File: config.mk
export PLATFORM = sky130hd
export DESIGN_NAME = rau_ctrl
export DESIGN_NICKNAME = d
export VERILOG_FILES = /design/src/rtl/rau_pkg.sv /design/src/rtl/rau_ctrl.sv
export SDC_FILE = /design/constraint.sdc
export NUM_CORES = 1
export LEC_CHECK = 0
export ABC_CLOCK_PERIOD_IN_PS = 1500
export BUFFER_PORTS_ARGS = -buffer_cell sky130_fd_sc_hd__buf_4
export CORE_MARGIN = 1
export CORE_UTILIZATION = 28
export DETAILED_ROUTE_END_ITERATION = 7
export GPL_TIMING_DRIVEN = 0
export PLACE_DENSITY_LB_ADDON = 0.2
export SLEW_MARGIN = 30
export SYNTH_ARGS = -nofsm -noshare
export SYNTH_HDL_FRONTEND = slang
export SYNTH_SLANG_ARGS = --single-unit
File: constraint.sdc
create_clock -name clk -period 1.5 [get_ports clk]
set_input_delay 0.15 -clock clk [delete_from_list [all_inputs] [get_ports clk]]
set_output_delay 0.15 -clock clk [all_outputs]
set_load 0.03 [all_outputs]
File: src/rtl/rau_pkg.sv
// Shared types and constants of the rational arithmetic unit.
`timescale 1ns / 1ps
package rau_pkg;

    localparam int W  = 32;          // operand width
    localparam int PW = 2 * W + 1;   // product and sum width (magnitude)

    typedef enum logic [1:0] {
        MODE_ADD = 2'd0,
        MODE_SUB = 2'd1,
        MODE_MUL = 2'd2,
        MODE_DIV = 2'd3
    } mode_t;

    typedef enum logic [1:0] {
        ST_OK   = 2'd0,
        ST_ZDEN = 2'd1,
        ST_DIVZ = 2'd2,
        ST_OVF  = 2'd3
    } status_t;

    typedef enum logic [3:0] {
        S_IDLE,
        S_MUL1,
        S_MUL2,
        S_MUL3,
        S_SUM,
        S_CHECK,
        S_GCD,
        S_DIVN,
        S_DIVD,
        S_PACK,
        S_OUT
    } state_t;

    // Commands from the controller to the datapath.
    typedef struct packed {
        logic load;
        logic mul1;
        logic mul2;
        logic mul3;
        logic sum;
        logic gcd_start;
        logic gcd_step;
        logic divn_start;
        logic divd_start;
        logic div_step;
        logic pack;
        logic set_zden;
        logic set_divz;
        logic set_zero;
    } cmd_t;

    // Status from the datapath to the controller.
    typedef struct packed {
        logic zden;
        logic dzero;
        logic nzero;
        logic gcd_done;
        logic div_done;
    } sts_t;

endpackage

File: src/rtl/rau_ctrl.sv
// Controller state machine of the rational arithmetic unit.
`timescale 1ns / 1ps
module rau_ctrl
    import rau_pkg::*;
(
    input  logic clk,
    input  logic rst_n,
    input  logic in_fire,
    input  logic out_fire,
    input  sts_t sts,
    output cmd_t cmd,
    output logic in_rdy,
    output logic out_vld
);

    state_t state_reg, state_next;

    always_ff @(posedge clk or negedge rst_n)
    begin
        if (!rst_n)
            state_reg <= S_IDLE;
        else
            state_reg <= state_next;
    end

    // The GCD and the two divisions share the datapath's divider; the
    // first cycle of each division state launches it, then waits on done.
    logic first_reg;
    always_ff @(posedge clk or negedge rst_n)
    begin
        if (!rst_n)
            first_reg <= 1'b0;
        else
            first_reg <= (state_next != state_reg);
    end

    always_comb
    begin
        state_next = state_reg;
        unique case (state_reg)
            S_IDLE:  if (in_fire) state_next = S_MUL1;
            S_MUL1:  state_next = sts.zden ? S_OUT : S_MUL2;
            S_MUL2:  state_next = S_MUL3;
            S_MUL3:  state_next = S_SUM;
            S_SUM:   state_next = S_CHECK;
            S_CHECK:
            begin
                if (sts.dzero || sts.nzero)
                    state_next = S_OUT;
                else
                    state_next = S_GCD;
            end
            S_GCD:   if (sts.gcd_done) state_next = S_DIVN;
            // Done still shows the previous division in the launch cycle.
            S_DIVN:  if (!first_reg && sts.div_done) state_next = S_DIVD;
            S_DIVD:  if (!first_reg && sts.div_done) state_next = S_PACK;
            S_PACK:  state_next = S_OUT;
            S_OUT:   if (out_fire) state_next = S_IDLE;
            default: state_next = S_IDLE;
        endcase
    end

    always_comb
    begin
        cmd     = '0;
        in_rdy  = 1'b0;
        out_vld = 1'b0;
        unique case (state_reg)
            S_IDLE:  begin in_rdy = 1'b1; cmd.load = in_fire; end
            S_MUL1:  begin cmd.mul1 = 1'b1; cmd.set_zden = sts.zden; end
            S_MUL2:  cmd.mul2 = 1'b1;
            S_MUL3:  cmd.mul3 = 1'b1;
            S_SUM:   cmd.sum = 1'b1;
            S_CHECK:
            begin
                cmd.set_divz  = sts.dzero;
                cmd.set_zero  = !sts.dzero && sts.nzero;
                cmd.gcd_start = !sts.dzero && !sts.nzero;
            end
            S_GCD:   cmd.gcd_step = 1'b1;
            S_DIVN:  cmd.divn_start = first_reg;
            S_DIVD:  cmd.divd_start = first_reg;
            S_PACK:  cmd.pack = 1'b1;
            S_OUT:   out_vld = 1'b1;
            default: ;
        endcase
    end

endmodule

==> results.cfg <==
[route]
drtIter0Drc = 20
firstDrtPassIters = 4
avgRoutedWirePerCell_um = 12.6
drc = 0
vias = 667
viasPerCell = 4.94
finalWirelength_um = 1700
postRouteAntennaNets = 0

[hold_path]
hp-class = in -> async

[finish]
final_util = 0.589
layout.nets = 120
nFillCells = 166
largest_register_ffs = 4
drive_gt1_frac = 0.600
syn_to_final_growth_pct = 97.3
diodes = 0
multiInputGateArea_sq_um = 440
seqCellArea_sq_um = 129

[clock_tree]
cts_tree = done
ctsLongestPathBuffers = 2
clock_latency_ns = 0.25
cts_num_sinks = 5
clk_pin_slew_ns = 0.04
cts-root-buf = clkbuf_4
htreeDepth = 1
cts_made_buffers = 3

[yosys]
synth-main-ff-cell = dfrtp_1
synth_area_sq_um = 515
synth_top_area_frac = 0.243
synth.area.top_cells = dfrtp_1, nor3_1, nor2_1
ys_seq_elements = 5
synth_cell_types = 32
syn-mean-instance-area_sq_um = 7.36
synthTopCellsByCount = nor2_1, nor3_1, dfrtp_1
yosys_warnings = 0
yosysSeqAreaShare = 0.243
syn-num-nets = 79
yosys.area.top_type = dfrtp_1
synth_async_sr_flop_share = 1.00
synth_edf_count = 0
yosysMostFrequentCell = nor2_1
syn_inst = 70

[die]
std_cell_rows = 15
die_width_um = 44.9
die_area_sq_um = 2020
core_area_sq_um = 1730
io_pins = 25
die_y_um = 44.9
start_util = 0.299

[global_routing]
gr-usage-met3 = 0.0640
track_usage = 0.184
gr-usage-met1 = 0.241
grtUsageMet2 = 0.294
grt_pass1_vias = 616
grt_most_used_layer = met2
grt.overflow.total = 0
antenna_found_initial = 0
grt_pass1_wl_um = 2680
grt_max_degree = 11

[worst_setup_path]
crit_fanout = 7
critPathArrivalTime_ns = 1.39
reg2reg_from = state_reg[2]$_DFF_PN0_
startpoint = state_reg[3]$_DFF_PN0_
rrSetupSlack_ns = 0.06
crit_required_ns = 1.35
r2r_end = state_reg[0]$_DFF_PN0_
end_kind = primary output
startpoint_type = register
ff2ff_path_depth = 5
criticalPathCategory = reg -> out

[timing]
finalMaxSlewViolations = 0
timing.fmax_ghz = 0.651
finalSetupViolCount = 2
rsz0062_at_grt = true
post-route-period-util = 1.02
fin_worst_skew_ns = 0.00461
finalHoldViolations = 0
fin_ws_ns = -0.0355
period_needed_ns = 1.54
whs_ns = 0.242

[place]
place_congestion = 0.771
place_hpwl_um = 1100
portBuffers = 23

[pwr]
clkPwrFrac = 0.078
p_int_mw = 1.06
pwr-share-comb = 0.778
p_total_mw = 2.03
seq_power_share = 0.145
max-vdd-ir-drop_v = 0.000932
switching_power_mw = 0.973
power.density_nw_per_um2 = 2000
p_leak_nw = 0.457
p_sw_frac = 0.479

[run_status]
status = finished with violations
violations = setup timing

[job]
maxCapViolations = 0
==> cell families (layout without fill, tap and decap cells) <==
kind of cell / after synthesis / in the layout / share of synthesized area
AO/OA/AOI/OAI: 14 / 14 / 0.194
buffers and inverters: 10 / 50 / 0.112
flip-flops: 5 / 5 / 0.243
other: 1 / 1 / 0.00727
AND/OR/NAND/NOR: 40 / 40 / 0.444
==> routing by layer <==
metal | vias up | part of all wire
met2 | 23 | 0.50
met1 | 315 | 0.44
met3 | 0 | 0.058
met4 | 0 | 0
li1 | 329 | -
met5 | - | 0
==> worst max-delay path by stage <==
stage | endpoint | slack [ns] | cells after the start
after global routing | cmd[13] | -0.10 | 4
final | cmd[13] | -0.04 | 4
after CTS | cmd[13] | -0.07 | 4
after floorplan | cmd[13] | -0.13 | 4
after detailed placement | cmd[0] | 0.05 | 6
after global placement | cmd[0] | 0.07 | 6
==> critical path, cell delays in order (launching register included) <==
cell and delay [ns]:
dfrtp_2 0.45, buf_6 0.14, nor4_4 0.26, and2_1 0.17, buf_6 0.13
==> layout by cell type (no fill, tap or decap), types with 2 or more instances in the layout <==
cell type / n
buf_6: 9
inv_1: 2
clkbuf_4: 3
nand2_1: 2
and3_1: 2
nor2_4: 2
nor3_1: 3
dfrtp_1: 2
nor3_4: 2
nand2b_2: 2
nor4_4: 2
buf_4: 31
dfrtp_2: 3
and2b_1: 2
o21ai_0: 3
a21oi_1: 2
nor3_2: 4
nor2_1: 8
==> metrics by stage <==
stage	instances	setup TNS (ns)	instance area [sq um]	worst slack [ns]
floorplan	70	-0.217	557	-0.131
global placement	118	0	761	0.0661
detailed placement	118	0	761	0.0549
CTS	132	-0.0697	933	-0.0654
global route	135	-0.455	1020	-0.100
finish	135	-0.0380	1020	-0.0355
==> repair_timing <==
item / in CTS / in global routing
pin swaps: 1 / 6
buffers inserted: 10 / 3
setup endpoints to repair: 13 / 14
endpoints found under the hold margin: 5 / 0
gates resized for setup: 17 / 15
hold buffers: 1 / 0
==> power groups by stage <==
stage,clock (mW),sequential [mW],combinational (mW)
finish,0.158,0.294,1.58
floorplan,0,0.259,0.778
detailed placement,0,0.281,1.05
CTS,0.165,0.286,1.36
global route,0.180,0.306,1.70
global placement,0,0.281,1.05
==> area by class of cell <==
type                    count  area share
plain buffers               6      0.0627
clock buffers               4      0.0258
inverters                   3      0.0111
multi-input cells          55       0.433
flip-flops and latches      5       0.127
well taps                  25      0.0308
repair buffers             37       0.310
(Power assumes the default switching activity.)
